==> src/zefd_pkg.sv <==
package zefd_pkg;

    // Frame layout
    localparam int FRAME_BITS = 19;
    localparam int POS_W      = 5;
    localparam logic [POS_W-1:0] POS_MAX   = 5'd31;
    localparam logic [POS_W-1:0] POS_FRAME = 5'(FRAME_BITS);
    localparam int HI_LSB     = 11;
    localparam int LO_LSB     = 1;

    // Register widths and reset values
    localparam int GAP_W    = 16;
    localparam int MARGIN_W = 8;
    localparam int STROBE_W = 16;
    localparam int TIME_W   = 32;
    localparam int VALUE_W  = 16;
    localparam int CFG_IDX_W  = 1;
    localparam int CFG_DATA_W = 16;
    localparam logic [GAP_W-1:0]    GAP_RESET    = 16'd500;
    localparam logic [MARGIN_W-1:0] MARGIN_RESET = 8'd10;

    typedef enum logic [CFG_IDX_W-1:0] {
        CFG_START_GAP     = 1'b0,
        CFG_STROBE_MARGIN = 1'b1
    } cfg_index_t;

    typedef enum logic {
        OP_EDGE      = 1'b0,
        OP_POWER_OFF = 1'b1
    } opcode_t;

    typedef enum logic {
        ST_VALUE  = 1'b0,
        ST_PARITY = 1'b1
    } status_t;

    // One edge word after the input register
    typedef struct packed {
        logic              opcode;
        logic [TIME_W-1:0] edge_time_us;
        logic              line_level;
    } item_t;

    // Result of one decode step
    typedef struct packed {
        logic               valid;
        logic               status;
        logic [VALUE_W-1:0] sensor_value;
    } result_t;

endpackage

==> src/zefd_core.sv <==
module zefd_core (
    input  logic                                clk,
    input  logic                                rst_n,
    input  logic                                fire,
    input  zefd_pkg::item_t                     item,
    input  logic [zefd_pkg::GAP_W-1:0]          start_gap_us,
    input  logic [zefd_pkg::MARGIN_W-1:0]       strobe_margin_us,
    output zefd_pkg::result_t                   result
);
    import zefd_pkg::*;

    logic [TIME_W-1:0]     last_fall_reg, last_fall_next;
    logic                  waiting_reg, waiting_next;
    logic [POS_W-1:0]      pos_reg, pos_next;
    logic [STROBE_W-1:0]   strobe_reg, strobe_next;
    logic [FRAME_BITS-1:0] shift_reg, shift_next;
    logic                  parity_reg, parity_next;
    logic [VALUE_W-1:0]    last_value_reg, last_value_next;
    logic                  have_value_reg, have_value_next;

    logic [TIME_W-1:0]     diff;
    logic [TIME_W-2:0]     half;
    logic                  bit_in;
    logic [FRAME_BITS-1:0] shifted;
    logic [VALUE_W-1:0]    value;

    // Time since last falling edge, modulo 2^32
    assign diff    = item.edge_time_us - last_fall_reg;
    assign half    = diff[TIME_W-1:1];
    assign bit_in  = (diff < TIME_W'(strobe_reg));
    assign shifted = {shift_reg[FRAME_BITS-2:0], bit_in};
    assign value   = {shifted[HI_LSB+7:HI_LSB], shifted[LO_LSB+7:LO_LSB]};

    // Decode step
    always_comb
    begin
        last_fall_next  = last_fall_reg;
        waiting_next    = waiting_reg;
        pos_next        = pos_reg;
        strobe_next     = strobe_reg;
        shift_next      = shift_reg;
        parity_next     = parity_reg;
        last_value_next = last_value_reg;
        have_value_next = have_value_reg;
        result          = '0;

        if (fire)
        begin
            if (item.opcode == OP_POWER_OFF)
            begin
                have_value_next = 1'b0;
            end
            else if (item.line_level)
            begin
                // rising edge: sample one bit
                if (!waiting_reg && pos_reg != '0)
                begin
                    shift_next  = shifted;
                    parity_next = parity_reg ^ bit_in;
                    if (pos_reg == POS_FRAME)
                    begin
                        waiting_next = 1'b1;
                        if (parity_next == 1'b0)
                        begin
                            if (value != last_value_reg || !have_value_reg)
                            begin
                                last_value_next     = value;
                                have_value_next     = 1'b1;
                                result.valid        = 1'b1;
                                result.status       = ST_VALUE;
                                result.sensor_value = value;
                            end
                        end
                        else
                        begin
                            result.valid        = 1'b1;
                            result.status       = ST_PARITY;
                            result.sensor_value = '0;
                        end
                    end
                end
            end
            else
            begin
                // falling edge: frame start or bit boundary
                if (diff > TIME_W'(start_gap_us))
                begin
                    waiting_next = 1'b0;
                    pos_next     = '0;
                end
                else
                begin
                    if (!waiting_reg && pos_reg == '0)
                    begin
                        if (half > (TIME_W-1)'(strobe_margin_us))
                            strobe_next = STROBE_W'(half - (TIME_W-1)'(strobe_margin_us));
                        else
                            strobe_next = '0;
                        shift_next  = '0;
                        parity_next = 1'b0;
                    end
                    if (waiting_reg)
                    begin
                        waiting_next = 1'b0;
                        pos_next     = '0;
                    end
                    else if (pos_reg < POS_MAX)
                    begin
                        pos_next = pos_reg + 1'b1;
                    end
                end
                last_fall_next = item.edge_time_us;
            end
        end
    end

    // State registers
    always_ff @(posedge clk or negedge rst_n)
    begin
        if (!rst_n)
        begin
            last_fall_reg  <= '0;
            waiting_reg    <= 1'b1;
            pos_reg        <= '0;
            strobe_reg     <= '0;
            shift_reg      <= '0;
            parity_reg     <= 1'b0;
            last_value_reg <= '0;
            have_value_reg <= 1'b0;
        end
        else
        begin
            last_fall_reg  <= last_fall_next;
            waiting_reg    <= waiting_next;
            pos_reg        <= pos_next;
            strobe_reg     <= strobe_next;
            shift_reg      <= shift_next;
            parity_reg     <= parity_next;
            last_value_reg <= last_value_next;
            have_value_reg <= have_value_next;
        end
    end

endmodule

==> src/zacwire_edge_frame_decoder.sv <==
// Single-wire duty-cycle frame decoder.
// A taken edge word is held in the input register, then one decode step writes its
// result into a two-word output queue, whose head drives the output.
// Throughput: one edge word per cycle while the output side keeps up.
// Reset (rst_n low, async): waits for a frame start, no value held,
// start gap 500 us, strobe margin 10 us.
module zacwire_edge_frame_decoder (
    input  logic                                  clk,
    input  logic                                  rst_n,
    input  logic                                  in_valid,
    output logic                                  in_ready,
    input  logic                                  opcode,
    input  logic [zefd_pkg::TIME_W-1:0]           edge_time_us,
    input  logic                                  line_level,
    output logic                                  out_valid,
    input  logic                                  out_ready,
    output logic                                  status,
    output logic [zefd_pkg::VALUE_W-1:0]          sensor_value,
    input  logic                                  cfg_valid,
    output logic                                  cfg_ready,
    input  logic [zefd_pkg::CFG_IDX_W-1:0]        cfg_index,
    input  logic [zefd_pkg::CFG_DATA_W-1:0]       cfg_data
);
    import zefd_pkg::*;

    typedef struct packed {
        logic               status;
        logic [VALUE_W-1:0] sensor_value;
    } out_word_t;

    logic [GAP_W-1:0]    gap_reg;
    logic [MARGIN_W-1:0] margin_reg;
    logic                s_valid_reg;
    item_t               s_item_reg;
    logic                fire;
    result_t             res;
    out_word_t           q_reg [2];
    logic [1:0]          q_cnt_reg;
    logic                push;
    logic                pop;
    logic [1:0]          q_cnt_mid;
    out_word_t           push_word;

    // Configuration registers
    assign cfg_ready = 1'b1;

    always_ff @(posedge clk or negedge rst_n)
    begin
        if (!rst_n)
        begin
            gap_reg    <= GAP_RESET;
            margin_reg <= MARGIN_RESET;
        end
        else if (cfg_valid)
        begin
            unique case (cfg_index_t'(cfg_index))
                CFG_START_GAP:     gap_reg    <= cfg_data[GAP_W-1:0];
                CFG_STROBE_MARGIN: margin_reg <= cfg_data[MARGIN_W-1:0];
                default:           ;
            endcase
        end
    end

    // Input register; decode fires when the queue has room
    assign fire     = s_valid_reg && (q_cnt_reg != 2'd2);
    assign in_ready = !s_valid_reg || fire;

    always_ff @(posedge clk or negedge rst_n)
    begin
        if (!rst_n)
            s_valid_reg <= 1'b0;
        else if (in_ready)
            s_valid_reg <= in_valid;
    end

    always_ff @(posedge clk)
    begin
        if (in_valid && in_ready)
            s_item_reg <= '{opcode: opcode, edge_time_us: edge_time_us,
                            line_level: line_level};
    end

    zefd_core u_core (
        .clk              (clk),
        .rst_n            (rst_n),
        .fire             (fire),
        .item             (s_item_reg),
        .start_gap_us     (gap_reg),
        .strobe_margin_us (margin_reg),
        .result           (res)
    );

    // Two-word output queue
    assign push      = res.valid;
    assign pop       = out_valid && out_ready;
    assign q_cnt_mid = q_cnt_reg - {1'b0, pop};
    assign push_word = '{status: res.status, sensor_value: res.sensor_value};

    always_ff @(posedge clk or negedge rst_n)
    begin
        if (!rst_n)
            q_cnt_reg <= '0;
        else
            q_cnt_reg <= q_cnt_mid + {1'b0, push};
    end

    always_ff @(posedge clk)
    begin
        if (pop)
            q_reg[0] <= q_reg[1];
        if (push)
        begin
            if (q_cnt_mid == 2'd0)
                q_reg[0] <= push_word;
            else
                q_reg[1] <= push_word;
        end
    end

    assign out_valid    = (q_cnt_reg != 2'd0);
    assign status       = q_reg[0].status;
    assign sensor_value = q_reg[0].sensor_value;

endmodule

==> config.mk <==
export PLATFORM = sky130hd
export DESIGN_NAME = zacwire_edge_frame_decoder
export DESIGN_NICKNAME = d
export VERILOG_FILES = /design/src/zefd_pkg.sv /design/src/zefd_core.sv /design/src/zacwire_edge_frame_decoder.sv
export SDC_FILE = /design/constraint.sdc
export NUM_CORES = 1
export LEC_CHECK = 0
export BUFFER_PORTS_ARGS = -buffer_cell sky130_fd_sc_hd__buf_2
export CAP_MARGIN = 20
export CORE_UTILIZATION = 55
export CTS_CLUSTER_SIZE = 25
export DETAILED_ROUTE_END_ITERATION = 12
export PLACE_DENSITY_LB_ADDON = 0.2
export SLEW_MARGIN = 20
export SYNTH_ARGS = -nofsm -noshare
export SYNTH_HDL_FRONTEND = slang
export SYNTH_HIERARCHICAL = 1
export SYNTH_SLANG_ARGS = --single-unit
==> constraint.sdc <==
create_clock -name clk -period 12.5 [get_ports clk]
set_clock_uncertainty 0.1 [all_clocks]
set_input_delay 1.25 -clock clk [delete_from_list [all_inputs] [get_ports clk]]
set_output_delay 1.25 -clock clk [all_outputs]
set_load 0.02 [all_outputs]
==> results of run 1 <==
tightest hold or removal path: cells and delay by family (launching register included):
family | cells | cell delay (ns)
flip-flops | 1 | 0.35
AND/OR/NAND/NOR | 2 | 0.10
path summary, 6_finish.rpt:
kind	startpoint	endpoint	slack (ns)	cells past startpoint
min reg2reg	u_core/strobe_reg[11]$_DFFE_PN0P_	u_core/strobe_reg[11]$_DFFE_PN0P_	0.38	2
max reg2reg	s_item_reg[5]$_DFFE_PP_	q_reg[0][1]$_DFFE_PP_	6.09	18
min in group asynchronous	rst_n	u_core/last_fall_reg[11]$_DFFE_PN0P_	0.80	1
min	u_core/strobe_reg[11]$_DFFE_PN0P_	u_core/strobe_reg[11]$_DFFE_PN0P_	0.38	2
max	s_item_reg[5]$_DFFE_PP_	q_reg[0][1]$_DFFE_PP_	6.09	18
max in group asynchronous	rst_n	u_core/last_fall_reg[2]$_DFFE_PN0P_	10.23	2
area by class of cell:
| class | count | share of cell area (%) |
|---|---|---|
| inverters | 85 | 2.75 |
| multi-input cells | 715 | 43.0 |
| flip-flops and latches | 185 | 42.9 |
| repair buffers | 81 | 3.66 |
| well taps | 234 | 2.52 |
| clock inverters | 14 | 1.55 |
| clock buffers | 18 | 3.69 |
routing by layer:
layer | up-vias | track usage [%]
li1 | 3719 | -
met1 | 3571 | 30.1
met2 | 165 | 38.8
met3 | 31 | 3.60
met4 | 0 | 7.89
met5 | - | 0
cells by family after synthesis:
group / count (synthesis) / share of synthesized area (%)
simple gates: 311 / 14.3
compound gates: 211 / 12.3
flops: 185 / 47.1
buf+inv: 139 / 5.84
fa+ha+maj: 76 / 9.13
mux: 60 / 6.68
xor+xnor: 56 / 4.63
other cells: 1 / 0.0354
synth_stat cells (2+ instances only):
master / instances / area share [%]
a21boi_1: 2 / 0.14
dfrtp_1: 108 / 26
nor2_1: 38 / 1.3
a31oi_1: 4 / 0.24
clkbuf_1: 30 / 1.1
buf_4: 18 / 1.3
nand3b_1: 3 / 0.21
xor2_1: 16 / 1.3
nor2b_1: 11 / 0.65
inv_1: 85 / 3.0
or3_1: 4 / 0.24
o21a_1: 8 / 0.57
dfstp_2: 9 / 2.2
nand3_1: 35 / 1.7
ha_1: 74 / 8.7
nor3_1: 11 / 0.52
nor4_1: 3 / 0.18
mux2_1: 16 / 1.7
mux2_4: 9 / 1.3
a21boi_0: 4 / 0.28
xnor2_1: 40 / 3.3
a211o_1: 4 / 0.33
a211oi_1: 4 / 0.28
and2_1: 22 / 1.3
edfxtp_1: 68 / 19
a2111oi_0: 6 / 0.50
nand4b_1: 2 / 0.17
nand4_1: 22 / 1.3
o31ai_1: 4 / 0.28
o21ai_0: 61 / 2.9
nand2_1: 129 / 4.6
fa_1: 2 / 0.38
nand2b_1: 12 / 0.71
and4_1: 2 / 0.17
mux2_2: 33 / 3.5
a21o_1: 21 / 1.5
buf_2: 4 / 0.19
nor3b_1: 4 / 0.28
a21oi_1: 52 / 2.5
o211ai_1: 4 / 0.28
mux2i_1: 2 / 0.19
o221ai_1: 2 / 0.17
o21ai_1: 17 / 0.80
and3_1: 6 / 0.35
power groups by stage:
stage	Combinational (mW)	Sequential (mW)	Clock, mW
6_report	1.55	0.766	0.558
5_1_grt	1.74	0.777	0.589
4_1_cts	1.53	0.767	0.567
3_5_place_dp	1.51	0.779	0
3_3_place_gp	1.50	0.776	0
2_1_floorplan	1.17	0.772	0
placed cells by master (no fill, tap or decap), drive strengths merged, types with 3 or more instances in the layout:
cell and count:
nor2b 11, a211o 4, o21a 8, dfrtp 108, o31ai 4, a21o 21
nand3b 3, nor4 4, a21boi 6, o21ai 78, a211oi 4, ha 74
edfxtp 68, or3 4, xor2 16, xnor2 40, mux2 58, nand4 22
clkinv 3, nand2 129, buf 81, nor3b 4, a21oi 53, nand3 35
nand2b 12, a2111oi 6, and2 22, nor2 38, and3 6, inv 93
a31oi 4, dfstp 9, clkbuf 18, nor3 11, o211ai 4
per-stage QoR:
stage	instance area (µm²)	power (mW)	hold slack (ns)
after floorplan	10600	1.94	0.338
after global placement	11000	2.27	0.351
after detailed placement	11000	2.29	0.366
after CTS	11600	2.87	0.386
after global routing	11600	3.11	0.397
final	11600	2.87	0.381
==> impl_metrics.env, run 1 <==
export IMPL_gr_total_overflow=0
export IMPL_cts_tree="yes"
export IMPL_cpPeakStageDelay_ns=0.85
export IMPL_dr_wl_met2_um=10200
export IMPL_hold_violations=0
export IMPL_cap_violations=0
export IMPL_routabilityCongestion=0.936
export IMPL_p_int_mw=1.65
export IMPL_dp_cells=1300
export IMPL_worstPathCellList="ha_1 -> a21o_1 -> a31oi_1 -> a21oi_1 -> a21boi_1 -> o21ai_0 -> xor2_1 -> ha_1 -> a21o_1 -> a21o_1 -> a21oi_1 -> o21ai_0 -> a211o_1 -> nor3_1 -> nor2_1 -> a21oi_1 -> and3_1 -> or2_1"
export IMPL_path_delay_family="compound AO/OA/AOI/OAI gates"
export IMPL_antenna_found_initial=0
export IMPL_clockPowerShare_pct=19.4
export IMPL_timing_fmax_mhz=156
export IMPL_nFillCells=1565
export IMPL_async_flop_share_pct=63.2
export IMPL_m1WireLength_um=9590
export IMPL_fin_cells=1332
export IMPL_critPathBufInv=0
export IMPL_syn_inst=1039
export IMPL_tightest_slew_ns=0.993
export IMPL_drt_wl_total_um=21000
export IMPL_multiInputGateArea_um2=4990
export IMPL_grt_pass1_vias=7426
export IMPL_p_per_area_nw_per_um2=247
export IMPL_die_y_um=141
export IMPL_utilization_pct=61.9
export IMPL_chipWidth_um=141
export IMPL_drtPass1Iterations=5
export IMPL_post_synth_num_cell_types=72
export IMPL_path_clk_slew_ns=0.07
export IMPL_synth_warnings=6
export IMPL_synth_seq_area_share_pct=47.1
export IMPL_cp_end_kind="register"
export IMPL_cp_start_kind="register"
export IMPL_pre_cts_ws_ns=6.09
export IMPL_io_pins=76
export IMPL_numPortBuffers=74
export IMPL_dr_first_iter_drc_count=413
export IMPL_required_ns=12.47
export IMPL_combPwrFrac_pct=53.9
export IMPL_ir_worst_vdd_mv=0.129
export IMPL_grt_first_pass_wirelength_um=35900
export IMPL_wl_per_cell_um=15.8
export IMPL_worstSetupPathType="reg -> reg"
export IMPL_clock_sinks=185
export IMPL_period_share_pct=51.3
export IMPL_postCtsSetupRepairBufs=0
export IMPL_critPathMaxFanout=18
export IMPL_rows=50
export IMPL_cts_buffers=17
export IMPL_num_antenna_cells=0
export IMPL_rsz0062_at_grt="false"
export IMPL_vias_per_cell=5.62
export IMPL_grt_start_max_net_pins=65
export IMPL_nNetsFinal=1217
export IMPL_vias=7486
export IMPL_slew_viol_final=0
export IMPL_leakage_nw=5.24
export IMPL_grt_use_total_pct=22.9
export IMPL_p_switching_mw=1.22
export IMPL_ff_latch_area_um2=4980
export IMPL_drc_errors=0
export IMPL_seqPwrFrac_pct=26.7
export IMPL_root_buffer="clkbuf_16"
export IMPL_finalSetupViolations=0
export IMPL_core_um2=18800
export IMPL_start_util_pct=56.4
export IMPL_postCtsHoldBufs=0
export IMPL_synth_nets=1171
export IMPL_avgSynthCellArea_um2=10.2
export IMPL_tns_ns=0
export IMPL_swShare_pct=42.6
export IMPL_highest_signal_layer="met4"
export IMPL_synth_ff_type="dfrtp_1"
export IMPL_synth_seq_cells=185
export IMPL_hold_class="reg -> reg"
export IMPL_drive_gt1_share_pct=15.8
export IMPL_cp_arrival_ns=6.38
export IMPL_die_area_um2=19800
export IMPL_clock_path_buffers=2
export IMPL_area_growth_pct=9.79
export IMPL_status="finished clean"
export IMPL_relSlewSlack_pct=33.8
export IMPL_layout_min_cycle_time_ns=6.41
export IMPL_htree_levels=4
export IMPL_cts_resized=0
export IMPL_dpl_hpwl_um=15000
export IMPL_syn_area_um2=10600
export IMPL_ant_nets=0
export IMPL_met3_length_um=776
export IMPL_slowest_stage="and3_1"
export IMPL_synth_edf_count=68
export IMPL_finalWorstSetupSlack_ns=6.09
export IMPL_clock_latency_ns=0.44
Note: power is estimated with default switching activity, not from simulation.
==> inputs of run 2 (changes only) <==
Clock period 12.5 ns to 5.2 ns, I/O delays scaled along.
==> impl_metrics.env, run 2 (synthesized netlist as in run 1, its figures left out) <==
export IMPL_clock_path_buffers=2
export IMPL_rsz0062_at_grt="false"
export IMPL_finalWorstSetupSlack_ns=0.357
export IMPL_numPortBuffers=74
export IMPL_layout_common_cells="129 x nand2_1, 108 x dfrtp_1, 85 x inv_1, 74 x ha_1, 73 x buf_2"
export IMPL_htree_levels=4
export IMPL_hold_class="in -> reg"
export IMPL_routabilityCongestion=0.876
export IMPL_grt_pass1_vias=7556
export IMPL_final_common_cell="nand2_1"
export IMPL_num_antenna_cells=0
export IMPL_tns_ns=0
export IMPL_r2r_start="u_core/last_fall_reg[0]$_DFFE_PN0P_"
export IMPL_design_area_um2=11800
export IMPL_utilization_pct=62.8
export IMPL_drc_errors=0
export IMPL_grt_start_max_net_pins=66
export IMPL_leakage_nw=5.33
export IMPL_pre_cts_ws_ns=0.264
export IMPL_hold_violations=0
export IMPL_root_buffer="clkbuf_16"
export IMPL_cp_start_kind="register"
export IMPL_status="finished clean"
export IMPL_clock_latency_ns=0.43
export IMPL_multiInputGateArea_um2=5010
export IMPL_p_per_area_nw_per_um2=590
export IMPL_io_pins=76
export IMPL_chipWidth_um=141
export IMPL_rows=50
export IMPL_layout_min_cycle_time_ns=4.84
export IMPL_cts_tree="yes"
export IMPL_drive_gt1_share_pct=17.1
export IMPL_critPathBufInv=2
export IMPL_relSlewSlack_pct=45.9
export IMPL_worstSetupPathType="reg -> reg"
export IMPL_cap_violations=0
export IMPL_startpoint="u_core/last_fall_reg[0]$_DFFE_PN0P_"
export IMPL_dpl_hpwl_um=15400
export IMPL_drtPass1Iterations=5
export IMPL_required_ns=5.23
export IMPL_slew_viol_final=0
export IMPL_worstPathCellList="ha_1 -> fa_1 -> nor2b_1 -> o2111ai_2 -> a211oi_2 -> nor3_1 -> xnor2_1 -> ha_1 -> a21o_1 -> a21o_1 -> a21oi_1 -> o21ai_0 -> a211o_1 -> nor3_1 -> nor2_1 -> a21oi_1 -> and3_1 -> buf_12 -> or2_1 -> buf_6"
export IMPL_clock_sinks=185
export IMPL_ant_nets=0
export IMPL_nFillCells=1546
export IMPL_start_util_pct=56.4
export IMPL_antenna_found_initial=0
export IMPL_grt_first_pass_wirelength_um=36000
export IMPL_vias=7540
export IMPL_grt_use_total_pct=22.9
export IMPL_place_area_um2=11100
export IMPL_dr_first_iter_drc_count=453
export IMPL_core_um2=18800
export IMPL_period_share_pct=93.1
export IMPL_ff_latch_area_um2=4980
export IMPL_cp_end_kind="register"
export IMPL_area_growth_pct=11.4
export IMPL_fin_cells=1345
export IMPL_timing_fmax_mhz=206
export IMPL_holdWs_ns=0.159
export IMPL_drt_wl_total_um=21100
export IMPL_critPathMaxFanout=18
export IMPL_cpPeakStageDelay_ns=0.40
export IMPL_gr_total_overflow=0
export IMPL_slowest_stage="fa_1"
export IMPL_cp_arrival_ns=4.87
export IMPL_vias_per_cell=5.61
export IMPL_cts_buffers=17
export IMPL_die_area_um2=19800
export IMPL_ir_worst_vdd_mv=0.322
export IMPL_path_clk_slew_ns=0.08
export IMPL_tightest_slew_ns=0.811
export IMPL_power_mw=6.96
export IMPL_worstHoldStart="edge_time_us[25]"
export IMPL_path_delay_family="compound AO/OA/AOI/OAI gates"
export IMPL_wl_per_cell_um=15.7
export IMPL_dp_cells=1311
export IMPL_die_y_um=141
export IMPL_finalSetupViolations=0
export IMPL_nNetsFinal=1230
run 2: cell count changes in the layout (fill, tap and decap cells not counted), moves of 2 or more:
| cell | change |
|---|---|
| clkinv_8 | +5 |
| inv_12 | +2 |
| buf_4 | +8 |
| buf_12 | +3 |
| inv_8 | -2 |
| bufinv_16 | -2 |
run 2: final timing paths:
| path | slack [ns] | end | cells past startpoint |
|---|---|---|---|
| max in group asynchronous | 3.45 | u_core/last_value_reg[5]$_DFFE_PN0P_ | 3 |
| hold reg to reg | 0.37 | u_core/have_value_reg$_DFFE_PN0P_ | 1 |
| min in group asynchronous | 0.46 | u_core/last_fall_reg[8]$_DFFE_PN0P_ | 2 |
| setup reg to reg | 0.36 | q_reg[0][6]$_DFFE_PP_ | 20 |
| hold / removal | 0.16 | s_item_reg[26]$_DFFE_PP_ | 1 |
| setup / recovery | 0.36 | q_reg[0][6]$_DFFE_PP_ | 20 |
run 2: timing repair:
| item | in CTS | in global routing |
|---|---|---|
| hold buffers | 1 | 0 |
| endpoints found under the setup margin | 0 | 35 |
| buffers inserted | 0 | 1 |
| endpoints found under the hold margin | 22 | 0 |
| gates resized for setup | 0 | 5 |
run 2: area by class of cell:
cell class / instances / area share (%)
multi-input combinational: 715 / 42.5
sequential: 185 / 42.2
inverter: 85 / 2.70
timing repair buffer: 94 / 4.81
clock inverter: 15 / 1.65
clock buffer: 17 / 3.61
tap: 234 / 2.48
run 2: metal layers:
metal / vias up / routed length, µm / global-route usage, %
met1: 3623 / 9720 / 29.7
met3: 17 / 653 / 3.77
met4: 0 / 176 / 5.21
met5: - / 0 / 0
met2: 144 / 10500 / 40.3
li1: 3756 / - / -
run 2: power by group:
part | switching (mW) | internal (mW)
Combinational | 2.26 | 1.55
Clock | 0.650 | 0.662
Sequential | 0.0872 | 1.76
Total | 2.99 | 3.97
==> inputs of run 3 (changes only) <==
Settings changed: BUFFER_PORTS_ARGS -buffer_cell sky130_fd_sc_hd__buf_2 to not set, CELL_PAD_IN_SITES_DETAIL_PLACEMENT set to 0, CELL_PAD_IN_SITES_GLOBAL_PLACEMENT set to 1, CORE_MARGIN set to 2, CORE_UTILIZATION 55 to 46, DONT_BUFFER_PORTS set to 1.
==> impl_metrics.env, run 3 (synthesized netlist as in run 1, its figures left out) <==
export IMPL_slew_viol_final=0
export IMPL_core_um2=22600
export IMPL_cp_start_kind="register"
export IMPL_antenna_found_initial=1
export IMPL_dp_cells=1290
export IMPL_cts_tree="yes"
export IMPL_drt_wl_total_um=21900
export IMPL_die_y_um=156
export IMPL_hold_class="in -> reg"
export IMPL_cts_buffers=17
export IMPL_timing_fmax_mhz=208
export IMPL_drtPass1Iterations=7
export IMPL_drc_errors=0
export IMPL_critPathBufInv=2
export IMPL_hold_violations=0
export IMPL_worstPathCellList="ha_1 -> a21o_1 -> a31oi_1 -> a21oi_1 -> a21boi_1 -> o21ai_0 -> xor2_1 -> ha_1 -> a21o_1 -> a21o_1 -> a21oi_1 -> o21ai_0 -> a211o_1 -> nor3_1 -> nor2_1 -> a21oi_1 -> and3_1 -> buf_12 -> or2_1 -> buf_12"
export IMPL_worstSetupPathType="reg -> reg"
export IMPL_grt_use_total_pct=19.0
export IMPL_rrSetupSlack_ns=0.39
export IMPL_layout_common_cells="129 x nand2_1, 108 x dfrtp_1, 85 x inv_1, 74 x ha_1, 68 x edfxtp_1"
export IMPL_cap_violations=0
export IMPL_path_delay_family="compound AO/OA/AOI/OAI gates"
export IMPL_clock_path_buffers=2
export IMPL_fin_cells=1326
export IMPL_gr_total_overflow=0
export IMPL_grt_pass1_vias=7365
export IMPL_nFillCells=2069
export IMPL_critPathMaxFanout=18
export IMPL_cp_end_kind="register"
export IMPL_final_common_cell="nand2_1"
export IMPL_required_ns=5.26
export IMPL_worstHoldStart="line_level"
export IMPL_ir_worst_vdd_mv=0.248
export IMPL_status="finished clean"
export IMPL_dpl_hpwl_um=15900
export IMPL_slowest_stage="edfxtp_1"
export IMPL_p_per_area_nw_per_um2=609
export IMPL_dr_first_iter_drc_count=352
export IMPL_cpPeakStageDelay_ns=0.39
export IMPL_io_pins=76
export IMPL_leakage_nw=5.07
export IMPL_drive_gt1_share_pct=11.6
export IMPL_cp_arrival_ns=4.87
export IMPL_chipWidth_um=156
export IMPL_numPortBuffers=0
export IMPL_nNetsFinal=1159
export IMPL_path_clk_slew_ns=0.09
export IMPL_root_buffer="clkbuf_16"
export IMPL_clock_latency_ns=0.45
export IMPL_die_area_um2=24200
export IMPL_start_util_pct=46.8
export IMPL_reg2reg_to="q_reg[0][4]$_DFFE_PP_"
export IMPL_vias_per_cell=5.44
export IMPL_hold_depth=0
export IMPL_routabilityCongestion=0.852
export IMPL_period_share_pct=92.6
export IMPL_finalSetupViolations=0
export IMPL_vias=7217
export IMPL_wl_per_cell_um=16.5
export IMPL_clock_sinks=185
export IMPL_grt_first_pass_wirelength_um=36400
export IMPL_htree_levels=4
export IMPL_grt_start_max_net_pins=118
export IMPL_area_growth_pct=9.27
export IMPL_rsz0062_at_grt="false"
export IMPL_tns_ns=0
export IMPL_rr_worst_depth=20
export IMPL_ant_nets=0
export IMPL_tightest_slew_ns=0.814
export IMPL_holdPathEnd="s_item_reg[0]$_DFFE_PP_"
export IMPL_r2r_start="s_item_reg[5]$_DFFE_PP_"
export IMPL_rows=55
export IMPL_relSlewSlack_pct=44.4
export IMPL_layout_min_cycle_time_ns=4.81
[run 3: worst max path at each step]
stage / from / endpoint / slack [ns] / cells after the start
floorplan: s_item_reg[5]$_DFFE_PP_ / q_reg[0][0]$_DFFE_PP_ / 0.02 / 20
global placement: s_item_reg[1]$_DFFE_PP_ / u_core/shift_reg[17]$_DFFE_PN0P_ / 0.30 / 20
detailed placement: u_core/last_fall_reg[0]$_DFFE_PN0P_ / q_reg[0][4]$_DFFE_PP_ / 0.29 / 20
CTS: u_core/last_fall_reg[0]$_DFFE_PN0P_ / u_core/shift_reg[15]$_DFFE_PN0P_ / 0.25 / 19
global route: s_item_reg[5]$_DFFE_PP_ / q_reg[0][0]$_DFFE_PP_ / 0.007 / 20
finish: s_item_reg[5]$_DFFE_PP_ / q_reg[0][4]$_DFFE_PP_ / 0.39 / 20
[run 3: metal layers]
metal / global-route usage, % / vias to the layer above / part of all wire (%)
li1: - / 3614 / -
met1: 24.6 / 3465 / 46
met3: 3.72 / 16 / 3.4
met5: 0 / - / 0
met2: 32.7 / 122 / 49
met4: 5.11 / 0 / 1.0
[run 3: per-stage QoR]
step	util (%)	hold WS (ns)	instance area [µm²]	total power, mW	setup WS, ns
finish	51.1	0.0593	11600	7.04	0.386
global route	51.1	0.0353	11600	7.67	0.00721
CTS	50.9	0.0397	11500	7.06	0.254
detailed placement	47.9	0.131	10800	5.61	0.287
global placement	47.9	0.131	10800	5.59	0.300
floorplan	-	0.124	10600	4.67	0.0169
[run 3: final cells by class]
type	count	area, µm²	area share, %
repair buffers	23	233	2.01
flip-flops and latches	185	4980	43.1
diodes	1	2.50	0.0216
multi-input cells	715	5030	43.5
well taps	285	357	3.08
clock inverters	15	223	1.93
inverters	85	319	2.76
clock buffers	17	425	3.68
[run 3: power breakdown]
group          leakage [nW]  switching, mW  internal [mW]
combinational          2.55           2.22           1.55
clock                 0.311          0.706          0.682
sequential             2.20          0.122           1.76
[run 3: what timing repair did]
action / 4_1_cts / 5_1_grt
setup endpoints to repair: 0 / 67
buffers inserted: 0 / 1
hold buffers: 2 / 0
resized for setup: 0 / 6
hold endpoints to repair: 117 / 0
